## src/sqh_pkg.sv

```systemverilog
// ----------------------------------------------------------------------------
// sqh_pkg
// Shared types and constants for the stack, queue and heap trace checker.
// ----------------------------------------------------------------------------
package sqh_pkg;

    localparam int DEPTH_DEF       = 1024;
    localparam int VALUE_WIDTH_DEF = 32;
    localparam int ITEM_WIDTH      = 32;

    // Verdict codes given with the result of the last operation.
    typedef enum logic [2:0] {
        V_IMPOSSIBLE = 3'd0,
        V_NOT_SURE   = 3'd1,
        V_STACK      = 3'd2,
        V_QUEUE      = 3'd3,
        V_HEAP       = 3'd4,
        V_OVERFLOW   = 3'd5
    } verdict_t;

    // Per-structure update strobes sent from the control to every cell.
    typedef struct packed {
        logic stack_push;
        logic stack_pop;
        logic fifo_push;
        logic fifo_pop;
        logic heap_push;
        logic heap_pop;
    } sqh_op_t;

endpackage

```

## src/sqh_cell.sv

```systemverilog
// ----------------------------------------------------------------------------
// sqh_cell
// One slot of the stack, queue and sorted priority queue rows.
// ----------------------------------------------------------------------------
module sqh_cell #(
    parameter int DEPTH       = sqh_pkg::DEPTH_DEF,
    parameter int VALUE_WIDTH = sqh_pkg::VALUE_WIDTH_DEF,
    parameter int IDX         = 0
) (
    input  logic                                clk,
    input  sqh_pkg::sqh_op_t                    op,
    input  logic signed [VALUE_WIDTH-1:0]       key,
    input  logic [$clog2(DEPTH+1)-1:0]          fifo_fill,
    input  logic [$clog2(DEPTH+1)-1:0]          heap_fill,
    input  logic signed [VALUE_WIDTH-1:0]       left_stack,
    input  logic signed [VALUE_WIDTH-1:0]       left_heap,
    input  logic                                left_gt,
    input  logic signed [VALUE_WIDTH-1:0]       right_stack,
    input  logic signed [VALUE_WIDTH-1:0]       right_fifo,
    input  logic signed [VALUE_WIDTH-1:0]       right_heap,
    output logic signed [VALUE_WIDTH-1:0]       stack_val,
    output logic signed [VALUE_WIDTH-1:0]       fifo_val,
    output logic signed [VALUE_WIDTH-1:0]       heap_val,
    output logic                                gt
);
    import sqh_pkg::*;

    localparam int CW = $clog2(DEPTH + 1);
    localparam logic [CW-1:0] IDX_C = CW'(IDX);

    logic signed [VALUE_WIDTH-1:0] stack_reg, stack_next;
    logic signed [VALUE_WIDTH-1:0] fifo_reg, fifo_next;
    logic signed [VALUE_WIDTH-1:0] heap_reg, heap_next;

    // The heap row is kept sorted, largest first; flag when the key outranks this slot.
    assign gt = (IDX_C < heap_fill) && (key > heap_reg);

    // Stack shifts down on push and up on pop.
    always_comb
    begin
        stack_next = stack_reg;
        if (op.stack_push)
        begin
            stack_next = left_stack;
        end
        else if (op.stack_pop)
        begin
            stack_next = right_stack;
        end
    end

    // Queue writes at the tail slot and shifts toward the head on pop.
    always_comb
    begin
        fifo_next = fifo_reg;
        if (op.fifo_push && (IDX_C == fifo_fill))
        begin
            fifo_next = key;
        end
        else if (op.fifo_pop)
        begin
            fifo_next = right_fifo;
        end
    end

    // Sorted insert: slots behind the insertion point take their left neighbor; pop shifts toward the head.
    always_comb
    begin
        heap_next = heap_reg;
        if (op.heap_push)
        begin
            if (left_gt)
            begin
                heap_next = left_heap;
            end
            else if (gt || (IDX_C == heap_fill))
            begin
                heap_next = key;
            end
        end
        else if (op.heap_pop)
        begin
            heap_next = right_heap;
        end
    end

    always_ff @(posedge clk)
    begin
        stack_reg <= stack_next;
        fifo_reg  <= fifo_next;
        heap_reg  <= heap_next;
    end

    assign stack_val = stack_reg;
    assign fifo_val  = fifo_reg;
    assign heap_val  = heap_reg;

endmodule

```

## config.mk

```make
export PLATFORM = sky130hd
export DESIGN_NAME = sqh_cell
export DESIGN_NICKNAME = d
export VERILOG_FILES = /design/src/sqh_pkg.sv /design/src/sqh_cell.sv
export SDC_FILE = /design/constraint.sdc
export NUM_CORES = 1
export LEC_CHECK = 0
export BUFFER_PORTS_ARGS = -buffer_cell sky130_fd_sc_hd__buf_2
export CAP_MARGIN = 20
export CELL_PAD_IN_SITES_DETAIL_PLACEMENT = 0
export CELL_PAD_IN_SITES_GLOBAL_PLACEMENT = 1
export CORE_MARGIN = 4
export CORE_UTILIZATION = 29
export CTS_CLUSTER_DIAMETER = 150
export DETAILED_ROUTE_END_ITERATION = 8
export PLACE_DENSITY_LB_ADDON = 0.1
export SKIP_CTS_REPAIR_TIMING = 1
export SLEW_MARGIN = 0
export SYNTH_ARGS = -nofsm -noshare
export SYNTH_HDL_FRONTEND = slang
export SYNTH_SLANG_ARGS = --single-unit
```

## constraint.sdc

```tcl
create_clock -name clk -period 4.8 [get_ports clk]
set_input_delay 0.72 -clock clk [delete_from_list [all_inputs] [get_ports clk]]
set_output_delay 0.72 -clock clk [all_outputs]
set_load 0.01 [all_outputs]
```

Yosys cells after proc, flatten, opt, wreduce, memory -nomap -nowiden
Cells that the tools add are included.
{ "op_classes": {"magnitude_cmp": 2, "n_eq_ne": 1, "mux": 8, "n_reduce_logical": 9} }
{ "ops": {"columns": ["operator", "n"], "rows": [
  ["$mux W32", 8],
  ["$gt A32 B32 Y1", 1],
  ["$logic_not A11 Y1", 2],
  ["$lt A1 B11 Y1 const A", 1],
  ["$reduce_bool A2 Y1", 3],
  ["$ne A3 B1 Y1 const B", 1],
  ["$logic_and A1 B1 Y1", 2],
  ["$reduce_and A2 Y1", 1],
  ["$logic_or A1 B1 Y1", 1]
]} }
{ "totals": {"reg_bits": 96, "in_bits": 222, "output_inout_bits": 97, "wordCells": 23} }

Longest topological paths before layout
Gate-level depths: netlist of run 1.
{ "depth": {"word_depth": 6, "ltp_mapped": 8, "depth_no_buf": 8} }

Worst setup path before layout of run 1
OpenSTA, ideal clock, no wires.
{ "synth_path": {"path_type": "in2reg", "start": "input port key[14]", "end": "register heap_reg[0] (netlist: heap_val[0]), enable pin", "setup_ns": 0.441, "arrival_ns": 4.188, "required_time_ns": 4.359, "path_slack_ns": 0.172, "cell_stages": 7, "n_path_buf": 0, "cell_sequence": "ha_1 -> a21oi_2 -> nand2_1 -> a221o_1 -> o31a_1 -> or4b_4 -> a31oi_1"} }
{ "synth_via": {"elab_chain_len": 5} }
{ "synth_rtl": {"columns": ["element", "line_no", "source"], "rows": [
  ["from (decl)", "sqh_cell.sv:12", "input logic signed [VALUE_WIDTH-1:0] key,"],
  ["$gt A32 B32 Y1", "sqh_cell.sv:36", "assign gt = (IDX_C < heap_fill) && (key > heap_reg);"],
  ["$logic_and A1 B1 Y1", "sqh_cell.sv:36", null],
  ["$logic_or A1 B1 Y1", "sqh_cell.sv:76", "else if (gt || (IDX_C == heap_fill))"],
  ["$ne A3 B1 Y1 (no line)", null, null],
  ["$reduce_and A2 Y1 (no line)", null, null],
  ["to (signal assigned)", "sqh_cell.sv:91", "heap_reg <= heap_next;"],
  ["to (decl)", "sqh_cell.sv:33", "logic signed [VALUE_WIDTH-1:0] heap_reg, heap_next;"]
]} }
Every way passes these cells.
A chain may end at the register's enable or synchronous reset.

Worst setup path after layout of run 1
{ "layout_path": {"start": "input port key[7]", "end": "output port gt"} }
{ "layout_via": {"elab_chain_len": 2} }
{ "layout_rtl": {"columns": ["element", "line_no", "source"], "rows": [
  ["$gt A32 B32 Y1", "sqh_cell.sv:36", null],
  ["$logic_and A1 B1 Y1", "sqh_cell.sv:36", null],
  ["to (decl)", "sqh_cell.sv:24", "output logic gt"]
]} }
Every way passes these cells.

==> summary.txt, run 1 <==
Global route
  • Global-route wire length before repair: 25900 µm
  • Grt ovf: 0
  • Vias in the first global route: 4723
  • Pin count of the biggest net entering global routing: 66
  • Initial antenna violation count: 4
  • GRT Util Overall: 0.167

Placed design
  • Area after DPL: between 0.007 and 0.008 mm²
  • Dpl cells: 934
  • HPWL after DPL: 14000 µm
  • I/O Buffers: 318
  • GPL Wtd Cong: 0.816

Worst setup path
  • Crit Path Max Fanout: 3
  • Startpoint Class: primary input
  • Crit Path Category: primary input to primary output
  • CP Data Arrival Time: 2.86 ns
  • Worst Path Required: approximately 4.1 ns
  • Worst setup EP type: primary output

STA
  • Slew Viols, Final: 0
  • Slew of the pin with the lowest slew margin: 0.952 ns
  • Fin Clk Skew: 0.00996 ns
  • Fmax: 279 MHz
  • Slew HR: 0.365
  • Tcrit/Tclk final: 0.746
  • Final Hold Viols: 0
  • RSZ-0062 raised after global routing: no
  • Final setup fails: 0
  • Fin crit period: roughly 3.6 ns
  • Setup_tns: 0 ns

Logic synthesis
  • Top FF cell, synth: edfxtp_1
  • Post-Synth XOR/XNOR Area: 0
  • Post-synthesis compound-gate area fraction: 0.0639
  • Netlist area before placement: 0.00517 mm²
  • Count leader, synth: edfxtp_1
  • Count of different cell masters after synthesis: 30
  • Post-synthesis mux area share: 0.199
  • Warnings, synthesis: 0
  • Mapped Avg Cell Area: 12.8 µm²
  • Area share of the largest cell type after synthesis: 0.558
  • Largest area contributor in the netlist: edfxtp_1
  • Flops & latches, synth: between 90 and 100
  • Ranking of synthesized cells by area: edfxtp_1 (56%), mux2_2 (14%), ha_1 (7.7%)
  • Simple-gate share of the synthesized area: 0.0654
  • Post-synth EDFFs: 96
  • Main combinational cell family by area after synthesis: multiplexers
  • Post-synthesis adder-cell area fraction: 0.0775
  • Sequential area share after synthesis: 0.558
  • Post-synth top cells: edfxtp_1 (96), mux2_2 (63), a21oi_1 (43)
  • Syn_nets: 658
  • Post-Syn Instances: 404
  • Asr flop ratio synth: 0

Clock tree
  • Root buf cell: clkbuf_16
  • Clock sink count: 96
  • CTS Buf Count: 9
  • H-Tree Depth: 3
  • Clk slew on worst S/H paths: 0.07 ns
  • CTS tree: done
  • Clock Tree Buf Depth: 2
  • Worst-skew pair later-pin latency: between 0.3 and 0.4 ns

Finish
  • Final net count: 974
  • Share of layout cells above drive strength 1: 0.561
  • Finished Layout Cells: between 900 and 1000
  • # diodes: 0
  • Layout Utilization: 0.423
  • Area growth syn-to-layout: 42.0%
  • Final instance area: 0.00734 mm²
  • FILL cells: 1756

Routing
  • Vias: around 4400
  • 1st-iter DRT viols: roughly 120
  • Final wirelength: roughly 17000 µm
  • Pre-antenna DRT Iters: 4
  • WL/cell: 18.1 µm
  • Post-DRT Antenna Nets: 0
  • DRC Markers: 0
  • Routed vias/inst: between 4 and 5

Die
  • Core area: around 0.017 mm²
  • Die X: 142 µm
  • Die area: 0.0200 mm²
  • IO Count: 319
  • Rows: 48
  • Die Ht: 142 µm
  • Initial core utilization: 0.298

Hold path
  • Worst Hold Class: primary input to register

Job
  • Max Cap Violations: 0

Status
  • Status: complete, no violations

Power and ir drop
  • Pleak: 0.00346 µW
  • Power per Cell Area: 311 mW/mm²
  • Max VDD drop: 0.000215 V
-- path summary, 6_finish.rpt --
| path | startpoint | endpoint | slack, ns | cells after the start |
|---|---|---|---|---|
| setup reg to reg | heap_val[7] | heap_val[12] | 1.67 | 9 |
| setup / recovery | key[7] | gt | 1.22 | 9 |
| hold / removal | right_fifo[0] | fifo_val[0] | 0.66 | 3 |
| hold reg to reg | heap_val[31] | heap_val[15] | 1.14 | 4 |
-- state kept, by name, indices dropped and copies added (netlist names) --
name / flops
stack_val: 32
fifo_val: 32
heap_val: 32
-- report_power, final --
part,switching [µW],internal (µW),leakage [µW]
sequential,27.8,1020,0.000954
clock,341,414,0.000148
combinational,255,220,0.00236
total,624,1660,0.00346
-- worst max-delay path: stages --
cell     delay [ns]
buf_2          0.12
ha_1           0.33
a21oi_1        0.14
o21ai_0        0.15
a221o_1        0.31
o31a_1         0.31
or4b_4         0.54
nand2_1        0.08
buf_2          0.15
-- routing by layer --
layer  global-route usage  vias to the layer above  routed length [µm]
met1                0.192                     1998                6770
met2                0.293                      206                8360
met5                    0                        -                  53
met4               0.0379                        8                 183
met3               0.0694                       18                1840
li1                     -                     2143                   -
-- cells in the final DEF (no fill, tap or decap), drive strengths merged, types with 10 or more instances in the layout --
cell / netlist / routed
a21oi: 44 / 44
buf: 2 / 323
mux2i: 32 / 32
edfxtp: 96 / 96
clkbuf: 16 / 10
nand2: 10 / 10
mux2: 63 / 63
nor2: 37 / 37
ha: 32 / 32
inv: 32 / 36
-- cell type report --
cell class | count | area [µm²] | share of cell area
clock inverters | 6 | 73.8 | 0.0101
well taps | 225 | 282 | 0.0384
flip-flops and latches | 96 | 2880 | 0.393
multi-input cells | 258 | 2120 | 0.289
inverters | 32 | 120 | 0.0164
clock buffers | 10 | 229 | 0.0312
repair buffers | 323 | 1630 | 0.222
-- cell families after synthesis --
| kind of cell | count (synthesis) |
|---|---|
| adder cells (fa/ha/maj) | 32 |
| buffers and inverters | 50 |
| AO/OA/AOI/OAI | 59 |
| flip-flops | 96 |
| AND/OR/NAND/NOR | 72 |
| multiplexers | 95 |
-- stage by stage --
stage / hold WS (ns) / total power [µW] / worst slack [ns]
final: 0.659 / 2280 / 1.22
after global placement: 1.00 / 1550 / 1.25
after CTS: 0.638 / 2320 / 1.21
after detailed placement: 1.01 / 1560 / 1.21
after floorplan: 0.907 / 1300 / 0.172
after global routing: 0.648 / 2410 / 1.15
No activity file was read; power rests on OpenSTA's default activity.
==> inputs of run 2 (changes only) <==
==> constraint.sdc (replaced) <==
create_clock -name clk -period 2.9 [get_ports clk]
set_input_delay 0.435 -clock clk [delete_from_list [all_inputs] [get_ports clk]]
set_output_delay 0.435 -clock clk [all_outputs]
set_load 0.01 [all_outputs]
==> run 2 against run 1 <==
  * Worst hold slack worse by 0.28 ns
  * Routed wire length is 1.7% lower
  * Clock power is 56% higher
  * Power is 65% higher
  * Non-clock buffer count is 25 higher
  * Sequential cell count stayed put
  * Highest routed layer is now met4
  * The flow now finishes with violations (setup timing)
==> summary.txt, run 2 (synthesis results as in run 1) <==
Finish
  • Share of layout cells above drive strength 1: 0.592 (+0.0306)
  • FILL cells: 1709 (-2.7%)
  • Layout Utilization: 0.439 (+0.0167)
  • Area growth syn-to-layout: 47.6%
  • Most frequent cells in the layout: buf_2 (317), edfxtp_1 (96), mux2_2 (63)
  • Most common cell after layout, fill and taps aside: buf_2
  • Final net count: 999 (+2.6%)

Global route
  • Vias in the first global route: 4671 (-1.1%)
  • GRT Util Overall: 0.163 (-0.00444)
  • Grt ovf: 0 (unchanged)
  • Global-route wire length before repair: 25200 µm (-2.4%)
  • Initial antenna violation count: 2 (-2)
  • Pin count of the biggest net entering global routing: 41 (-38%)

Worst setup path
  • R2r endpoint: heap_val[20]
  • Startpoint Class: register
  • Top delay family on crit path: compound AO/OA/AOI/OAI gates
  • CP Data Arrival Time: 2.66 ns (-0.20 ns)
  • Crit Path Category: register to primary output
  • Worst R2R Path Depth: 9 (unchanged)
  • Reg2reg start: heap_val[5]
  • Worst path slowest cell: or4b_4
  • Worst path bufs/invs: 2 (unchanged)
  • Slowest stage delay, CP: 0.55 ns (about the same)
  • CP cell instances: inv_2, ha_4, a21oi_2, o21ai_2, a221o_1, o31a_1, or4b_4, nand2_2, buf_6
  • Worst Path Required: 2.47 ns (-1.61 ns)
  • Worst setup EP type: primary output
  • R2R Setup Slk: 0.03 ns (-1.64 ns)
  • Crit Path Max Fanout: 2 (-1)

STA
  • Fin crit period: 3.09 ns
  • Slew of the pin with the lowest slew margin: 0.737 ns (-0.215 ns)
  • Slew HR: 0.509 (+0.143)
  • RSZ-0062 raised after global routing: yes
  • Fmax: 323 MHz
  • Final Hold Viols: 0 (unchanged)
  • Tcrit/Tclk final: 1.07
  • Slew Viols, Final: 0 (unchanged)
  • Final WS setup: -0.193 ns (-1.41 ns)
  • Final setup fails: 1 (+1)
  • Fin Clk Skew: 0.00966 ns (-0.000302 ns)

Die
  • Initial core utilization: 0.298 (unchanged)
  • Rows: 48 (unchanged)
  • Core area: 0.0174 mm² (unchanged)
  • Die X: 142 µm (unchanged)
  • Die area: 0.0200 mm² (unchanged)
  • Die Ht: 142 µm (unchanged)
  • IO Count: 319 (unchanged)

Clock tree
  • Clock sink count: 96 (unchanged)
  • H-Tree Depth: 3 (unchanged)
  • CTS tree: done
  • Root buf cell: clkbuf_16
  • CTS Buf Count: 9 (unchanged)
  • Clk slew on worst S/H paths: 0.08 ns (about the same)
  • Clock Tree Buf Depth: 2 (unchanged)
  • Worst-skew pair later-pin latency: 0.35 ns (about the same)

Routing
  • Post-DRT Antenna Nets: 0 (unchanged)
  • DRC Markers: 0 (unchanged)
  • 1st-iter DRT viols: 102 (-16%)
  • Pre-antenna DRT Iters: 4 (unchanged)
  • Vias: 4421 (+1.1%)
  • WL/cell: 17.3 µm (-4.5%)
  • Final wirelength: 16900 µm (-1.7%)
  • Routed vias/inst: 4.53 (-1.7%)

Hold path
  • Hold path depth: 2 (-1)
  • Hold_sp: right_stack[8]
  • Hold EP: stack_val[8]
  • Worst Hold Class: primary input to register

Status
  • Failing checks: setup timing
  • Status: finished, violations left

Placed design
  • HPWL after DPL: 13700 µm (-2.2%)
  • I/O Buffers: 318 (unchanged)
  • GPL Wtd Cong: 0.766 (-6.2%)
  • Pre-CTS setup slack: -0.136 ns (-1.35 ns)

Power and ir drop
  • Pleak: 0.00359 µW (+3.7%)
  • Max VDD drop: 0.000313 V (+46%)
  • Power per Cell Area: 494 mW/mm² (+59%)

Job
  • Max Cap Violations: 0 (unchanged)
run 2: changes by cell type in the layout (fill, tap and decap cells not counted), sizes merged:
cell / before / now
clkbuf: 10 / 9
clkinv: 1 / 3
bufinv: 1 / 0
diode: 0 / 2
buf: 323 / 348
run 2: per-layer routing:
| layer | vias up | wire length [µm] | global-route usage |
|---|---|---|---|
| met4 | 0 | 270 | 0.0540 |
| met2 | 199 | 8290 | 0.283 |
| li1 | 2201 | - | - |
| met1 | 2004 | 6610 | 0.188 |
| met5 | - | 0 | 0 |
| met3 | 17 | 1740 | 0.0573 |
run 2: power by group:
group          total [µW]  leakage, µW  switching (µW)  internal (µW)
clock network        1180     0.000142             575            601
logic                 852      0.00250             434            418
registers            1740     0.000954            45.8           1690
run 2: per-stage QoR:
step | hold slack (ns) | total power (µW) | area (µm²) | std cells | TNS [ns]
after detailed placement | 0.729 | 2620 | 7270 | 955 | -4.26
after global placement | 0.731 | 2610 | 7270 | 955 | -3.15
after global routing | 0.366 | 3970 | 7630 | 977 | -1.83
after floorplan | 0.622 | 2160 | 5220 | 404 | -5.20
after CTS | 0.363 | 3810 | 7550 | 971 | -0.258
final | 0.383 | 3770 | 7630 | 977 | -0.193
run 2: worst max-delay path by stage:
| stage | from | endpoint | slack (ns) | depth (start not counted) |
|---|---|---|---|---|
| global route | heap_val[5] | gt | -0.29 | 9 |
| floorplan | heap_val[14] | heap_val[0] | -0.16 | 8 |
| CTS | heap_val[5] | gt | -0.26 | 9 |
| finish | heap_val[5] | gt | -0.19 | 9 |
| detailed placement | key[5] | heap_val[22] | -0.14 | 9 |
| global placement | key[5] | heap_val[17] | -0.10 | 9 |
run 2: layout make-up:
cell class | count | area (µm²) | share of cell area
multi-input cells | 258 | 2190 | 0.287
well taps | 225 | 282 | 0.0369
flip-flops and latches | 96 | 2880 | 0.378
clock buffers | 9 | 225 | 0.0295
inverters | 32 | 120 | 0.0157
repair buffers | 348 | 1860 | 0.244
diodes | 2 | 5.00 | 0.000656
clock inverters | 7 | 61.3 | 0.00804
==> inputs of run 3 (changes only) <==
--- a/config.mk
+++ b/config.mk
@@ -5,12 +5,13 @@
 export SDC_FILE = /design/constraint.sdc
 export NUM_CORES = 1
 export LEC_CHECK = 0
+export ABC_AREA = 1
 export BUFFER_PORTS_ARGS = -buffer_cell sky130_fd_sc_hd__buf_2
 export CAP_MARGIN = 20
 export CELL_PAD_IN_SITES_DETAIL_PLACEMENT = 0
 export CELL_PAD_IN_SITES_GLOBAL_PLACEMENT = 1
 export CORE_MARGIN = 4
-export CORE_UTILIZATION = 29
+export CORE_UTILIZATION = 28
 export CTS_CLUSTER_DIAMETER = 150
 export DETAILED_ROUTE_END_ITERATION = 8
 export PLACE_DENSITY_LB_ADDON = 0.1
==> run 3 against run 2 <==
  * The flow now finishes without violations
  * Routed wire length increased by 5.9%
  * Synthesized cell count grew 50%
  * First-iteration DRC count up 37%
  * Sequential share of layout area grew 0.17 points
  * Critical endpoint unchanged
  * Largest cell class unchanged
  * Highest routed layer unchanged
==> summary.txt, run 3 <==
Die
  • Die Ht: 147 µm (+4.0%)
  • IO Count: 319 (unchanged)
  • Die area: 0.0217 mm² (+8.1%)
  • Core area: 0.0189 mm² (+8.9%)
  • Initial core utilization: 0.287 (-0.0108)
  • Die X: 147 µm (+4.0%)
  • Rows: 50 (+4.2%)

Clock tree
  • Clock Tree Buf Depth: 2 (unchanged)
  • CTS Buf Count: 9 (unchanged)
  • CTS tree: done
  • Root buf cell: clkbuf_16
  • Clk slew on worst S/H paths: 0.07 ns (about the same)
  • Worst-skew pair later-pin latency: 0.35 ns (about the same)
  • H-Tree Depth: 3 (unchanged)
  • Clock sink count: 96 (unchanged)

Routing
  • Post-DRT Antenna Nets: 0 (unchanged)
  • DRC Markers: 0 (unchanged)
  • Pre-antenna DRT Iters: 4 (unchanged)
  • Final wirelength: 17900 µm (+5.9%)
  • 1st-iter DRT viols: 140 (+37%)
  • WL/cell: 15.1 µm (-13%)
  • Vias: 5067 (+15%)
  • Routed vias/inst: 4.28 (-5.3%)

Logic synthesis
  • Largest area contributor in the netlist: edfxtp_1
  • Flops & latches, synth: 96 (unchanged)
  • Warnings, synthesis: 0 (unchanged)
  • Top FF cell, synth: edfxtp_1
  • Count of different cell masters after synthesis: 26 (-13%)
  • Ranking of synthesized cells by area: edfxtp_1 (53%), nand2_1 (11%), ha_1 (7.4%)
  • Netlist area before placement: 0.00542 mm² (+4.9%)
  • Post-synth top cells: nand2_1 (166), edfxtp_1 (96), inv_1 (76)
  • Post-synth EDFFs: 96 (unchanged)
  • Asr flop ratio synth: 0 (unchanged)
  • Mapped Avg Cell Area: 8.93 µm² (-30%)
  • Area share of the largest cell type after synthesis: 0.532 (-0.0260)
  • Sequential area share after synthesis: 0.532 (-0.0260)
  • Count leader, synth: nand2_1
  • Syn_nets: 861 (+31%)
  • Post-Syn Instances: 607 (+50%)

Global route
  • Vias in the first global route: 5233 (+12%)
  • GRT Util Overall: 0.162 (-0.00150)
  • Initial antenna violation count: 0 (-2)
  • Grt ovf: 0 (unchanged)
  • Pin count of the biggest net entering global routing: 37 (-9.8%)
  • Global-route wire length before repair: 27500 µm (+9.1%)

STA
  • Tcrit/Tclk final: 0.868 (-0.199)
  • Final WS setup: 0.383 ns (+0.576 ns)
  • RSZ-0062 raised after global routing: no
  • Slew Viols, Final: 0 (unchanged)
  • Slew of the pin with the lowest slew margin: 0.896 ns (+0.159 ns)
  • Fin crit period: 2.52 ns (-0.576 ns)
  • Final Hold Viols: 0 (unchanged)
  • Fin Clk Skew: 0.0106 ns (+0.000935 ns)
  • Setup_tns: 0 ns (+0.193 ns)
  • Fmax: 397 MHz (+23%)
  • Slew HR: 0.402 (-0.107)
  • Final setup fails: 0 (-1)

Job
  • Max Cap Violations: 0 (unchanged)

Finish
  • Area growth syn-to-layout: 40.1%
  • Final net count: 1172 (+17%)
  • # diodes: 0 (-2)
  • Most common cell after layout, fill and taps aside: buf_2
  • FILL cells: 2003 (+17%)
  • Most frequent cells in the layout: buf_2 (318), nand2_1 (166), edfxtp_1 (96)
  • Layout Utilization: 0.402 (-0.0375)
  • Share of layout cells above drive strength 1: 0.404 (-0.188)

Worst setup path
  • CP cell instances: inv_1, ha_1, a21oi_1, o21ai_0, a21oi_1, nand2_1, nand2_1, nand2_1, nand2_1, nand3_2, inv_1, buf_2
  • CP Data Arrival Time: 2.08 ns (-0.58 ns)
  • Crit Path Max Fanout: 2 (unchanged)
  • Worst Path Required: 2.47 ns (about the same)
  • Crit Path Category: register to primary output
  • Worst setup EP type: primary output
  • Worst path slowest cell: edfxtp_1
  • Slowest stage delay, CP: 0.40 ns (-0.15 ns)
  • Crit-path most repeated cell: nand2_1
  • Startpoint Class: register

Placed design
  • I/O Buffers: 318 (unchanged)
  • GPL Wtd Cong: 0.810 (+5.8%)
  • HPWL after DPL: 14800 µm (+8.4%)
  • Pre-CTS setup slack: 0.348 ns (+0.484 ns)

Power and ir drop
  • Max VDD drop: 0.000307 V (-2.1%)
  • Pwr Total: 3850 µW (+2.2%)
  • Power per Cell Area: 507 mW/mm² (+2.6%)
  • Pleak: 0.00394 µW (+9.5%)

Status
  • Status: complete, no violations

Hold path
  • Worst Hold Class: primary input to register
==> run 3: critical path, delay by kind of cell (launching register included) <==
family | cells | cell delay, ns
fa+ha+maj | 1 | 0.23
flops | 1 | 0.40
compound gates | 3 | 0.47
simple gates | 5 | 0.38
buf+inv | 3 | 0.27
==> run 3: kinds of logic after synthesis <==
| logic type | share of synthesized area |
|---|---|
| flip-flops | 0.532 |
| AND/OR/NAND/NOR | 0.187 |
| adder cells (fa/ha/maj) | 0.0739 |
| buffers and inverters | 0.0815 |
| AO/OA/AOI/OAI | 0.126 |
==> run 3: area by class of cell <==
class	instances	area [µm²]	share of cell area
inverters	77	289	0.0381
flip-flops and latches	96	2880	0.380
well taps	260	325	0.0428
repair buffers	328	1670	0.219
clock buffers	10	229	0.0302
multi-input cells	406	2120	0.279
clock inverters	6	83.8	0.0110
==> run 3: path summary, 6_finish.rpt <==
check,startpoint,endpoint,slack (ns),depth (start not counted)
min,right_stack[29],stack_val[29],0.36,3
max reg2reg,heap_val[15],heap_val[18],0.58,12
min reg2reg,heap_val[31],heap_val[28],1.29,6
max,heap_val[15],gt,0.38,12
==> run 3: per-stage QoR <==
stage	cells	cell area, µm²	hold slack (ns)
CTS	1183	7590	0.337
global route	1183	7590	0.353
global placement	1167	7280	0.697
finish	1183	7590	0.355
floorplan	607	5420	0.614
detailed placement	1167	7280	0.704
==> run 3: routing by layer <==
metal,vias up,part of all wire,wire (µm),track usage
met5,-,0,0,0
li1,2619,-,-,-
met1,2196,0.40,7110,0.180
met3,21,0.10,1850,0.0601
met4,0,0.018,314,0.0531
met2,231,0.48,8640,0.285
==> run 3: power by group <==
part,switching [µW],leakage [µW],internal (µW),total [µW]
Combinational,475,0.00283,346,821
Sequential,47.3,0.000961,1700,1740
Clock,532,0.000146,753,1280
