==> src/sqh_pkg.sv <==
// ----------------------------------------------------------------------------
// sqh_pkg
// Shared types and constants for the stack, queue and heap trace checker.
// ----------------------------------------------------------------------------
package sqh_pkg;

    localparam int DEPTH_DEF       = 1024;
    localparam int VALUE_WIDTH_DEF = 32;
    localparam int ITEM_WIDTH      = 32;

    // Verdict codes given with the result of the last operation.
    typedef enum logic [2:0] {
        V_IMPOSSIBLE = 3'd0,
        V_NOT_SURE   = 3'd1,
        V_STACK      = 3'd2,
        V_QUEUE      = 3'd3,
        V_HEAP       = 3'd4,
        V_OVERFLOW   = 3'd5
    } verdict_t;

    // Per-structure update strobes sent from the control to every cell.
    typedef struct packed {
        logic stack_push;
        logic stack_pop;
        logic fifo_push;
        logic fifo_pop;
        logic heap_push;
        logic heap_pop;
    } sqh_op_t;

endpackage

==> src/sqh_if.sv <==
// ----------------------------------------------------------------------------
// sqh_in_if / sqh_out_if
// Valid/ready channels for operations in and verdicts out.
// ----------------------------------------------------------------------------
interface sqh_in_if;
    logic               valid;
    logic               ready;
    logic               cmd;
    logic signed [31:0] item_value;
    logic               last_op;

    modport source (output valid, cmd, item_value, last_op, input ready);
    modport sink   (input valid, cmd, item_value, last_op, output ready);
endinterface

interface sqh_out_if;
    logic       valid;
    logic       ready;
    logic [2:0] verdict;
    logic       stack_fits;
    logic       queue_fits;
    logic       heap_fits;

    modport source (output valid, verdict, stack_fits, queue_fits, heap_fits, input ready);
    modport sink   (input valid, verdict, stack_fits, queue_fits, heap_fits, output ready);
endinterface

==> src/sqh_ctrl.sv <==
// ----------------------------------------------------------------------------
// sqh_ctrl
// Fill counts, alive flags, pop checks and the verdict output register.
// ----------------------------------------------------------------------------
module sqh_ctrl #(
    parameter int DEPTH       = sqh_pkg::DEPTH_DEF,
    parameter int VALUE_WIDTH = sqh_pkg::VALUE_WIDTH_DEF
) (
    input  logic                            clk,
    input  logic                            rst_n,
    sqh_in_if.sink                          in_ch,
    sqh_out_if.source                       out_ch,
    input  logic signed [VALUE_WIDTH-1:0]   stack_top,
    input  logic signed [VALUE_WIDTH-1:0]   fifo_top,
    input  logic signed [VALUE_WIDTH-1:0]   heap_top,
    output sqh_pkg::sqh_op_t                op,
    output logic signed [VALUE_WIDTH-1:0]   key,
    output logic [$clog2(DEPTH+1)-1:0]      fifo_fill,
    output logic [$clog2(DEPTH+1)-1:0]      heap_fill
);
    import sqh_pkg::*;

    localparam int CW = $clog2(DEPTH + 1);
    localparam logic [CW-1:0] FULL = CW'(DEPTH);

    logic [CW-1:0] stack_fill_reg, stack_fill_next;
    logic [CW-1:0] fifo_fill_reg, fifo_fill_next;
    logic [CW-1:0] heap_fill_reg, heap_fill_next;
    logic          stack_alive_reg, stack_alive_next;
    logic          fifo_alive_reg, fifo_alive_next;
    logic          heap_alive_reg, heap_alive_next;
    logic          overflow_reg, overflow_next;
    logic          out_valid_reg, out_valid_next;
    verdict_t      verdict_reg, verdict_next;
    logic [2:0]    fits_reg, fits_next;

    logic signed [63:0] wide_value;
    logic               take;
    logic               full;
    logic               stack_ok, fifo_ok, heap_ok;
    logic [1:0]         fits_cnt;

    // A new operation is taken whenever the verdict register is free or draining.
    assign in_ch.ready = !out_valid_reg || out_ch.ready;
    assign take        = in_ch.valid && in_ch.ready;

    // Sign-extend, then wrap to the internal value width.
    assign wide_value = 64'(in_ch.item_value);
    assign key        = wide_value[VALUE_WIDTH-1:0];

    assign full = (stack_alive_reg && stack_fill_reg == FULL)
               || (fifo_alive_reg && fifo_fill_reg == FULL)
               || (heap_alive_reg && heap_fill_reg == FULL);

    assign stack_ok = (stack_fill_reg != '0) && (stack_top == key);
    assign fifo_ok  = (fifo_fill_reg != '0) && (fifo_top == key);
    assign heap_ok  = (heap_fill_reg != '0) && (heap_top == key);

    // Strobes for the cell rows.
    always_comb
    begin
        op.stack_push = take && in_ch.cmd && !full && stack_alive_reg;
        op.fifo_push  = take && in_ch.cmd && !full && fifo_alive_reg;
        op.heap_push  = take && in_ch.cmd && !full && heap_alive_reg;
        op.stack_pop  = take && !in_ch.cmd && stack_alive_reg && stack_ok;
        op.fifo_pop   = take && !in_ch.cmd && fifo_alive_reg && fifo_ok;
        op.heap_pop   = take && !in_ch.cmd && heap_alive_reg && heap_ok;
    end

    // Counts, alive flags and the verdict on the last operation.
    always_comb
    begin
        stack_fill_next  = stack_fill_reg;
        fifo_fill_next   = fifo_fill_reg;
        heap_fill_next   = heap_fill_reg;
        stack_alive_next = stack_alive_reg;
        fifo_alive_next  = fifo_alive_reg;
        heap_alive_next  = heap_alive_reg;
        overflow_next    = overflow_reg;
        out_valid_next   = out_valid_reg && !out_ch.ready;
        verdict_next     = verdict_reg;
        fits_next        = fits_reg;
        fits_cnt         = '0;

        if (op.stack_push) stack_fill_next = stack_fill_reg + 1'b1;
        if (op.fifo_push)  fifo_fill_next  = fifo_fill_reg + 1'b1;
        if (op.heap_push)  heap_fill_next  = heap_fill_reg + 1'b1;
        if (op.stack_pop)  stack_fill_next = stack_fill_reg - 1'b1;
        if (op.fifo_pop)   fifo_fill_next  = fifo_fill_reg - 1'b1;
        if (op.heap_pop)   heap_fill_next  = heap_fill_reg - 1'b1;

        if (take && in_ch.cmd && full)
        begin
            overflow_next = 1'b1;
        end
        if (take && !in_ch.cmd)
        begin
            stack_alive_next = stack_alive_reg && stack_ok;
            fifo_alive_next  = fifo_alive_reg && fifo_ok;
            heap_alive_next  = heap_alive_reg && heap_ok;
        end

        if (take && in_ch.last_op)
        begin
            fits_cnt = 2'(stack_alive_next) + 2'(fifo_alive_next) + 2'(heap_alive_next);
            if (overflow_next)
                verdict_next = V_OVERFLOW;
            else if (fits_cnt == 2'd0)
                verdict_next = V_IMPOSSIBLE;
            else if (fits_cnt > 2'd1)
                verdict_next = V_NOT_SURE;
            else if (stack_alive_next)
                verdict_next = V_STACK;
            else if (fifo_alive_next)
                verdict_next = V_QUEUE;
            else
                verdict_next = V_HEAP;
            fits_next      = {stack_alive_next, fifo_alive_next, heap_alive_next};
            out_valid_next = 1'b1;

            // Start a fresh sequence.
            stack_fill_next  = '0;
            fifo_fill_next   = '0;
            heap_fill_next   = '0;
            stack_alive_next = 1'b1;
            fifo_alive_next  = 1'b1;
            heap_alive_next  = 1'b1;
            overflow_next    = 1'b0;
        end
    end

    always_ff @(posedge clk or negedge rst_n)
    begin
        if (!rst_n)
        begin
            stack_fill_reg  <= '0;
            fifo_fill_reg   <= '0;
            heap_fill_reg   <= '0;
            stack_alive_reg <= 1'b1;
            fifo_alive_reg  <= 1'b1;
            heap_alive_reg  <= 1'b1;
            overflow_reg    <= 1'b0;
            out_valid_reg   <= 1'b0;
        end
        else
        begin
            stack_fill_reg  <= stack_fill_next;
            fifo_fill_reg   <= fifo_fill_next;
            heap_fill_reg   <= heap_fill_next;
            stack_alive_reg <= stack_alive_next;
            fifo_alive_reg  <= fifo_alive_next;
            heap_alive_reg  <= heap_alive_next;
            overflow_reg    <= overflow_next;
            out_valid_reg   <= out_valid_next;
        end
    end

    // Result payload.
    always_ff @(posedge clk)
    begin
        verdict_reg <= verdict_next;
        fits_reg    <= fits_next;
    end

    assign fifo_fill         = fifo_fill_reg;
    assign heap_fill         = heap_fill_reg;
    assign out_ch.valid      = out_valid_reg;
    assign out_ch.verdict    = verdict_reg;
    assign out_ch.stack_fits = fits_reg[2];
    assign out_ch.queue_fits = fits_reg[1];
    assign out_ch.heap_fits  = fits_reg[0];

endmodule

==> src/flat_wrapper.sv <==
// flat-port wrapper written by rule: the top's interface ports become plain ports
module sqh_ctrl_flat import sqh_pkg::*;
#(
    parameter int DEPTH       = sqh_pkg::DEPTH_DEF,
    parameter int VALUE_WIDTH = sqh_pkg::VALUE_WIDTH_DEF
)
  (clk, rst_n, stack_top, fifo_top, heap_top, op, key, fifo_fill, heap_fill, in_ch_valid, in_ch_cmd, in_ch_item_value, in_ch_last_op, in_ch_ready, out_ch_valid, out_ch_verdict, out_ch_stack_fits, out_ch_queue_fits, out_ch_heap_fits, out_ch_ready);
  sqh_in_if in_ch_i ();
  sqh_out_if out_ch_i ();
  input  logic clk;
  input  logic rst_n;
  input  logic signed [VALUE_WIDTH-1:0] stack_top;
  input  logic signed [VALUE_WIDTH-1:0] fifo_top;
  input  logic signed [VALUE_WIDTH-1:0] heap_top;
  output sqh_pkg::sqh_op_t op;
  output logic signed [VALUE_WIDTH-1:0] key;
  output logic [$clog2(DEPTH+1)-1:0] fifo_fill;
  output logic [$clog2(DEPTH+1)-1:0] heap_fill;
  input wire logic [$bits(in_ch_i.valid)-1:0] in_ch_valid;
  input wire logic [$bits(in_ch_i.cmd)-1:0] in_ch_cmd;
  input wire logic [$bits(in_ch_i.item_value)-1:0] in_ch_item_value;
  input wire logic [$bits(in_ch_i.last_op)-1:0] in_ch_last_op;
  output wire logic [$bits(in_ch_i.ready)-1:0] in_ch_ready;
  output wire logic [$bits(out_ch_i.valid)-1:0] out_ch_valid;
  output wire logic [$bits(out_ch_i.verdict)-1:0] out_ch_verdict;
  output wire logic [$bits(out_ch_i.stack_fits)-1:0] out_ch_stack_fits;
  output wire logic [$bits(out_ch_i.queue_fits)-1:0] out_ch_queue_fits;
  output wire logic [$bits(out_ch_i.heap_fits)-1:0] out_ch_heap_fits;
  input wire logic [$bits(out_ch_i.ready)-1:0] out_ch_ready;
  assign in_ch_i.valid = in_ch_valid;
  assign in_ch_i.cmd = in_ch_cmd;
  assign in_ch_i.item_value = in_ch_item_value;
  assign in_ch_i.last_op = in_ch_last_op;
  assign in_ch_ready = in_ch_i.ready;
  assign out_ch_valid = out_ch_i.valid;
  assign out_ch_verdict = out_ch_i.verdict;
  assign out_ch_stack_fits = out_ch_i.stack_fits;
  assign out_ch_queue_fits = out_ch_i.queue_fits;
  assign out_ch_heap_fits = out_ch_i.heap_fits;
  assign out_ch_i.ready = out_ch_ready;
  sqh_ctrl #(.DEPTH(DEPTH), .VALUE_WIDTH(VALUE_WIDTH)) u_core (.clk(clk), .rst_n(rst_n), .in_ch(in_ch_i), .out_ch(out_ch_i), .stack_top(stack_top), .fifo_top(fifo_top), .heap_top(heap_top), .op(op), .key(key), .fifo_fill(fifo_fill), .heap_fill(heap_fill));
endmodule
==> config.mk <==
export PLATFORM = sky130hd
export DESIGN_NAME = sqh_ctrl_flat
export DESIGN_NICKNAME = d
export VERILOG_FILES = /design/src/sqh_pkg.sv /design/src/sqh_if.sv /design/src/sqh_ctrl.sv /design/src/flat_wrapper.sv
export SDC_FILE = /design/constraint.sdc
export NUM_CORES = 1
export LEC_CHECK = 0
export BUFFER_PORTS_ARGS = -buffer_cell sky130_fd_sc_hd__buf_4
export CORE_MARGIN = 2
export CORE_UTILIZATION = 45
export DETAILED_ROUTE_END_ITERATION = 12
export PLACE_DENSITY = 0.76
export SYNTH_ARGS = -nofsm -noshare
export SYNTH_HDL_FRONTEND = slang
export SYNTH_SLANG_ARGS = --single-unit
==> constraint.sdc <==
create_clock -name clk -period 6.12 [get_ports clk]
set_input_delay 0.918 -clock clk [delete_from_list [all_inputs] [get_ports clk]]
set_output_delay 0.918 -clock clk [all_outputs]
set_load 0.05 [all_outputs]
-- After elaboration in Yosys (flattened, before gate mapping)
Cells that the tools add are included.
- add/subtract/negate cells: 8
- $lt $le $gt $ge: 1
- eq/ne operators: 6
- multiplexer cells: 22
- reductions and logical operators: 40
- operator list (kind ; count):
    11-bit two-way mux ; 9
    32-bit == test ; 3
    11-bit by 1-bit adder with 11-bit output (second input constant) ; 3
    11-bit == test (second input constant) ; 3
    11-bit nonzero test ; 3
    11-bit by 1-bit subtractor with 11-bit output (second input constant) ; 3
    1-bit logical AND ; 25
    3-bit two-way mux ; 4
    1-bit two-way mux ; 9
    3-bit nonzero test ; 3
    1-bit logical NOT ; 4
    1-bit logical OR ; 3
    3-bit OR reduction ; 1
    1-bit by 1-bit adder with 2-bit output ; 1
    2-bit by 1-bit adder with 2-bit output ; 1
    2-bit by 1-bit > comparator with 1-bit output (second input constant) ; 1
    2-bit logical NOT ; 1
- bits in registers: 44
- logic and storage cells: 88

-- Longest topological paths before layout
Gate-level depths: netlist of run 1.
- word-level depth: 10
- gate-level depth with buffers: 14
- depth with buffers taken out: 13

-- Worst setup path before layout of run 1
No wires, ideal clock.
- kind: input to register
- start: input port out_ch_ready
- end: register u_core.fifo_fill_reg[10], in the netlist u_core.fifo_fill[10]
- library setup time: 0.120 ns
- data arrival time: 4.827 ns
- required time: 6.000 ns
- slack: 1.173 ns
- cell stages on the path: 14
- path through: nand2b_1 buf_2 nand2_1 or3_1 or4_1 or3_1 inv_1 ha_1 nor2b_1 o31a_1 o31a_1 o21ai_0 a31oi_1 and3b_1
- RTL lines (element ; RTL line ; RTL):
    from (decl) ; flat_wrapper.sv:29 ; input wire logic [$bits(out_ch_i.ready)-1:0] out_ch_ready;
    to (signal assigned) ; sqh_ctrl.sv:148 ; fifo_fill_reg <= fifo_fill_next;
    to (decl) ; sqh_ctrl.sv:27 ; logic [CW-1:0] fifo_fill_reg, fifo_fill_next;

-- Final worst setup path of run 1
- start: input port in_ch_cmd
- end: register u_core.fifo_fill_reg[10], in the netlist u_core.fifo_fill[10]
- longest elaborated chain between the ends: 6
- RTL lines (element ; RTL line ; RTL):
    from (decl) ; flat_wrapper.sv:20 ; input wire logic [$bits(in_ch_i.cmd)-1:0] in_ch_cmd;
    1-bit logical NOT ; sqh_ctrl.sv:66 ; op.fifo_pop = take && !in_ch.cmd && fifo_alive_reg && fifo_ok;
    1-bit logical AND (3 in series) ; sqh_ctrl.sv:66 ;
    11-bit two-way mux ; sqh_ctrl.sv:89 ; if (op.fifo_pop) fifo_fill_next = fifo_fill_reg - 1'b1;
    11-bit two-way mux ; sqh_ctrl.sv:103 ; if (take && in_ch.last_op)
Several ways; a longest one is shown, not always the timed one.
A chain may end at the register's enable or synchronous reset.

==> results of run 1 <==
-- logic make-up (layout without fill, tap and decap cells) --
kind of cell / after synthesis / after routing
buffers and inverters: 63 / 228
XOR/XNOR: 112 / 112
AO/OA/AOI/OAI: 125 / 125
adder cells (fa/ha/maj): 31 / 31
AND/OR/NAND/NOR: 210 / 210
flip-flops: 44 / 44
-- critical path, stage by stage --
cell     delay [ns]
buf_4          0.11
nor2b_1        0.28
nand2_1        0.23
or3_1          0.41
or4_1          0.53
or3_1          0.45
inv_1          0.31
ha_1           0.35
nor2b_1        0.17
o31a_1         0.26
o31a_1         0.26
o21ai_0        0.29
a31oi_1        0.14
and3b_1        0.20
-- final cells by class --
type	count	area, µm²
Inverter	17	63.8
Clock inverter	2	35.0
Multi-Input combinational cell	478	3390
Clock buffer	6	72.6
Tap cell	140	175
Sequential cell	44	1130
Timing Repair Buffer	203	1520
Fill cell	986	4300
-- placed cells by master, fill, tap and decap left out, types with 4 or more instances in the layout --
master and n:
nor4_1 20, edfxtp_1 6, nand4b_1 5, clkbuf_8 5
ha_1 27, nand2b_1 4, o31ai_1 11, a211oi_1 7
a21o_1 6, o31a_1 5, inv_1 12, fa_1 4
nor3_1 17, inv_2 4, o21a_1 7, a31oi_1 5
and3_1 6, nand4_1 41, o21bai_1 4, dfrtp_1 35
nand2_1 29, or3_1 7, or4_1 8, xor2_1 27
nand3_1 26, a21oi_1 36, nor2b_1 5, buf_4 203
nor2_1 21, xnor2_1 85, o21ai_0 29
-- how the worst max path moves through the flow --
stage | start | end | depth (start not counted)
global placement | in_ch_cmd | u_core.fifo_fill[10]$_DFFE_PN0P_ | 14
floorplan | out_ch_ready | u_core.fifo_fill[10]$_DFFE_PN0P_ | 14
finish | in_ch_cmd | u_core.fifo_fill[10]$_DFFE_PN0P_ | 14
CTS | in_ch_cmd | u_core.fifo_fill[10]$_DFFE_PN0P_ | 14
detailed placement | in_ch_cmd | u_core.fifo_fill[10]$_DFFE_PN0P_ | 14
global route | in_ch_cmd | u_core.fifo_fill[10]$_DFFE_PN0P_ | 14
-- layer usage --
layer / track usage, % / vias to the layer above
met5: 0 / -
met4: 5.95 / 0
met3: 3.44 / 25
met2: 48.5 / 243
met1: 39.3 / 2456
li1: - / 2472
-- metrics by stage --
| step | hold slack (ns) | cells |
|---|---|---|
| final | 0.530 | 890 |
| after global routing | 0.562 | 890 |
| after CTS | 0.527 | 890 |
| after detailed placement | 0.507 | 882 |
| after global placement | 0.496 | 882 |
| after floorplan | 0.473 | 585 |
-- power by group through the flow --
stage               clock network [W]  registers (W)  logic [W]
floorplan                           0       0.000374   0.000215
global placement                    0       0.000342   0.000404
detailed placement                  0       0.000343   0.000411
CTS                          0.000224       0.000337   0.000413
global route                 0.000238       0.000340   0.000442
finish                       0.000222       0.000338   0.000416
-- cell usage after synthesis (7+ instances only) --
master and count:
nor2_1 21, o21a_1 7, nand3_1 26, dfrtp_1 35, a21oi_1 36, xor2_1 27
nor3_1 17, inv_1 12, nor4_1 20, nand4_1 41, xnor2_1 85, o21ai_0 29
clkbuf_1 7, or4_1 8, o31ai_1 11, a211oi_1 7, buf_4 33, nand2_1 29
ha_1 27, or3_1 7
==> results.md, run 1 <==
* Status: finished, final reports clean
* CTS Buffer Depth at 2
* Final Routed Wirelength at 16700 µm
* RSZ-0062 raised after global routing: false
* Hpwl dp at 13800 µm
* Syn Area/Cell at between 8 and 9 µm²
* Simple-Gate Fraction of Synth Area at 24.4%
* Mux contribution to synthesized area at 0%
* CTS Root Cell: clkbuf_8
* Fin crit share at between 70% and 80%
* Design internal power at 0.000605 W
* Worst skew pair latency at about 0.30 ns
* Min cycle time layout at roughly 4.7 ns
* Final nets at approximately 910
* Final GP Congestion at 0.950
* # rows at 38
* Reg2reg start: u_core.out_ch.valid$_DFF_PN0_
* Top cell type's share of synthesized area at 17.9%
* R2R depth at 13
* Met3 Wirelength at 1220 µm
* Net switching power at roughly 0.00037 W
* Final total power at slightly below 0.001 W
* Rel. slew slack at a little under half
* Worst Path Max Fanout at 10
* Overflow after GRT at 0
* FMAX at roughly 210 MHz
* Vias in the first global route at just over 5000
* Worst EP required at approximately 6.3 ns
* Detailed-router iteration count before antenna repair at 5
* WHS Path Cells at 2
* Largest net degree at the start of global routing at 39
* Clock share of power at 22.7%
* Total clock sinks at 44
* Clock slew at reported path FFs at ~0.080 ns
* XOR/XNOR Fraction of Synth Area at roughly a fifth
* Hold buffers post-CTS at 0
* H-tree Lvls at 2
* Worst Skew at 0.00540 ns
* Sequential Power Share at 34.6%
* Sw frac at ~38%
* Placeable Area at between 10000 and 15000 µm²
* Port Buf Inserts at roughly 200
* Top Layer Used: met4
* Die area at 11700 µm²
* Met2 routed WL at 7950 µm
* Max VDD drop at 0.108 mV
* Power share of the combinational group at 42.6%
* Routed WL per cell at 18.8 µm
* Fin. Hold Viols at 0
* Synth unique cells at ~60
* TritonCTS clock tree: built
* Synthesized Nets at 750
* N_diodes at 0
* Setup Viol. Count Final at 0
* Crit path DAT at slightly below 5 ns
* Placed instance area at 6290 µm²
* Metal1 wirelength at 7240 µm
* Drt via density at 5.84
* PD cells at 153 nW/µm²
* I/O pin total at 202
* First-pass GRT wire length at around 26000 µm
* Crit Path Class: primary input to flop
* Lkg Pwr at between 2 and 3 nW
* Chip Width at approximately 110 µm
* Largest family of logic cells by synthesized area: simple AND/OR/NAND/NOR gates
* Sequential-to-total area share from yosys stat at roughly 23%
* Total number of vias at 5196
* Post-synth EDFFs at 6
* Max-cap violations at 0
* Startpoint types: primary input
* Setup slack, reg-to-reg at approximately 1.8 ns
* CTS Buf Count at 5
* Final instance area at about 6400 µm²
* Worst-Margin Slew at slightly above 0.8 ns
* Area growth from synthesis to layout at 30.8%
* Setup TNS at 0 ns
* Ys async rst share at a little under nine tenths
* Layout cells sized above 1 at between 20% and 30%
* Post-synthesis cell area at 4890 µm²
* Antenna-violating nets left at 0
* Crit end category: flop
* Setup ws final at between 1 and 1.5 ns
* DP Worst Slack at ~1.2 ns
* Primary FF master, synth: dfrtp_1
* Global-route usage over all layers at around 29%
* Post-synthesis compound-gate area fraction at 16.3%
* Initial Utilization at around 46%
* Post-synthesis register bit count at 44
* Worst hold endpoint: u_core.overflow_reg$_DFF_PN0_
* Core Util, Final at about three fifths
* Residual DRC count at 0
* Initial antenna violation count at 0
* Post-CTS Resized at 0
* Post-CTS setup buffer count at 0
* Synth Area in Adders at ~8.5%
* Largest cells by area after synthesis: dfrtp_1 18%, xnor2_1 15%, ha_1 6.9%, nand4_1 5.2%, buf_4 5.1%
* Max Slew Vio Count at 0
* Synth Instances at a little under 600
* Hold Crit Class: flop to flop
* Chip Height at between 100 and 150 µm
* Critical hold path startpoint: u_core.overflow_reg$_DFF_PN0_
* Largest area contributor in the netlist: dfrtp_1
* Reg-to-reg endpoint: u_core.fifo_fill[10]$_DFFE_PN0P_
* First-iteration detailed-routing DRC count at around 330
* YS warnings at 0
Note: power is estimated with default switching activity, not from simulation.
==> inputs of run 2 (changes only) <==
--- a/config.mk
+++ b/config.mk
@@ -9,7 +9,7 @@
 export CORE_MARGIN = 2
 export CORE_UTILIZATION = 45
 export DETAILED_ROUTE_END_ITERATION = 12
-export PLACE_DENSITY = 0.76
+export PLACE_DENSITY = 0.79
 export SYNTH_ARGS = -nofsm -noshare
 export SYNTH_HDL_FRONTEND = slang
 export SYNTH_SLANG_ARGS = --single-unit
==> constraint.sdc (replaced) <==
create_clock -name clk -period 4.3 [get_ports clk]
set_input_delay 0.645 -clock clk [delete_from_list [all_inputs] [get_ports clk]]
set_output_delay 0.645 -clock clk [all_outputs]
set_load 0.05 [all_outputs]
==> run 2 against run 1 <==
Effect of this change: combinational power grew 44%; non-clock buffer count grew 12; worst hold slack lost 0.24 ns.
==> results.md, run 2 (synthesis results as in run 1) <==
* Rel. slew slack at approximately 61%
* Initial Utilization at ~46%
* Dpl cells at slightly below 900
* Worst-Margin Slew at 0.574 ns
* Clock slew at reported path FFs at about 0.09 ns
* TritonCTS clock tree: built
* Detailed-router iteration count before antenna repair at 6
* Worst skew pair latency at ~0.30 ns
* Global-route usage over all layers at about 29%
* Post-CTS setup buffer count at 0
* Overflow after GRT at 0
* Final nets at just over 900
* RSZ-0062 raised after global routing: false
* Hold buffers post-CTS at 0
* Final GP Congestion at roughly 0.94
* Fin crit share at 94.4%
* Fin. Hold Viols at 0
* Startpoint types: primary input
* R2R depth at 13
* Core Util, Final at a little over 60%
* Hpwl dp at ~14000 µm
* Final total power at 0.00139 W
* FMAX at between 200 and 250 MHz
* Setup Viol. Count Final at 0
* Routed WL per cell at 18.8 µm
* Area growth from synthesis to layout at 32.7%
* Crit Path Class: primary input to flop
* Most frequent cells in the layout: 215 x buf_4, 85 x xnor2_1, 41 x nand4_1
* Final instance area at ~6500 µm²
* Chip Width at 108 µm
* Drt via density at 5.93
* Max VDD drop at ~0.15 mV
* Setup TNS at 0 ns
* H-tree Lvls at 2
* Largest net degree at the start of global routing at 39
* I/O pin total at 202
* # rows at 38
* CTS Buffer Depth at 2
* CTS Buf Count at 5
* Post-CTS Resized at 0
* Vias in the first global route at 5320
* Max Slew Vio Count at 0
* Placed instance area at around 6400 µm²
* First-iteration detailed-routing DRC count at between 400 and 500
* Worst Skew at 0.0111 ns
* Crit end category: flop
* Crit path DAT at 4.25 ns
* Layout cells sized above 1 at approximately 31%
* PD cells at between 200 and 250 nW/µm²
* Lkg Pwr at around 3 nW
* Chip Height at between 100 and 150 µm
* Port Buf Inserts at around 200
* Status: finished, final reports clean
* N_diodes at 0
* Total number of vias at 5351
* Final Routed Wirelength at roughly 17000 µm
* Commonest non-fill, non-tap cell in the layout: buf_4
* First-pass GRT wire length at ~27000 µm
* Worst EP required at around 4.5 ns
* Worst Path Max Fanout at 5
* CTS Root Cell: clkbuf_8
* Filler cells at ~970
* Layout Cells excl Fill at 902
* Placeable Area at about 11000 µm²
* Initial antenna violation count at 0
* Die area at 11700 µm²
* Antenna-violating nets left at 0
* Hold Crit Class: primary input to async pin
* Residual DRC count at 0
* Max-cap violations at 0
* Total clock sinks at between 40 and 50
* Min cycle time layout at between 4 and 5 ns
## run 2: cell types whose count changed in the layout (fill, tap and decap cells not counted), sizes merged
cell      previous run  this run
inv                 16        15
buf                203       215
clkinvlp             0         1
## run 2: area by class of cell
class	count	area (µm²)	share of cell area, %
Tap cell	140	175	2.70
Timing Repair Buffer	215	1610	24.9
Sequential cell	44	1130	17.5
Clock inverter	2	35.0	0.540
Clock buffer	6	72.6	1.12
Multi-Input combinational cell	478	3390	52.2
Inverter	17	67.6	1.04
## run 2: final timing paths
check / startpoint / end / slack [ns]
max: in_ch_item_value[8] / u_core.fifo_fill[10]$_DFFE_PN0P_ / 0.24
min: rst_n / u_core.out_ch.valid$_DFF_PN0_ / 0.29
max reg2reg: u_core.out_ch.valid$_DFF_PN0_ / u_core.fifo_fill[10]$_DFFE_PN0P_ / 0.51
min reg2reg: u_core.overflow_reg$_DFF_PN0_ / u_core.overflow_reg$_DFF_PN0_ / 0.53
max in group asynchronous: rst_n / u_core.stack_alive_reg$_DFF_PN1_ / 3.64
min in group clk: u_core.overflow_reg$_DFF_PN0_ / u_core.overflow_reg$_DFF_PN0_ / 0.53
## run 2: metrics by stage
step	hold WS (ns)	worst slack [ns]
3_3_place_gp	0.493	0.0867
5_1_grt	0.337	0.00517
4_1_cts	0.320	0.297
2_1_floorplan	0.349	0.0277
3_5_place_dp	0.510	0.00485
6_report	0.294	0.242
## run 2: per-layer routing
metal  vias up  wire, µm  GRT usage [%]
met5         -         0              0
met4         0       259           5.31
met3        28      1590           4.88
met2       306      8060           49.2
met1      2514      7070           39.6
li1       2503         -              -
## run 2: power by group
| group | leakage [nW] | internal, W | total (W) | switching [W] |
|---|---|---|---|---|
| Sequential | 0.570 | 0.000452 | 0.000483 | 0.0000311 |
| Combinational | 2.34 | 0.000244 | 0.000598 | 0.000355 |
| Clock | 0.0552 | 0.000172 | 0.000312 | 0.000139 |
## run 2: worst max-delay path, stage by stage
cell and delay (ns):
buf_4 0.13, xnor2_1 0.26, nand4_1 0.13, or3_1 0.37
or4_1 0.54, or3_1 0.47, clkinvlp_4 0.16, ha_1 0.29
nor2b_1 0.18, o31a_1 0.26, o31a_1 0.25, o21ai_1 0.23
a31oi_1 0.12, and3b_1 0.19
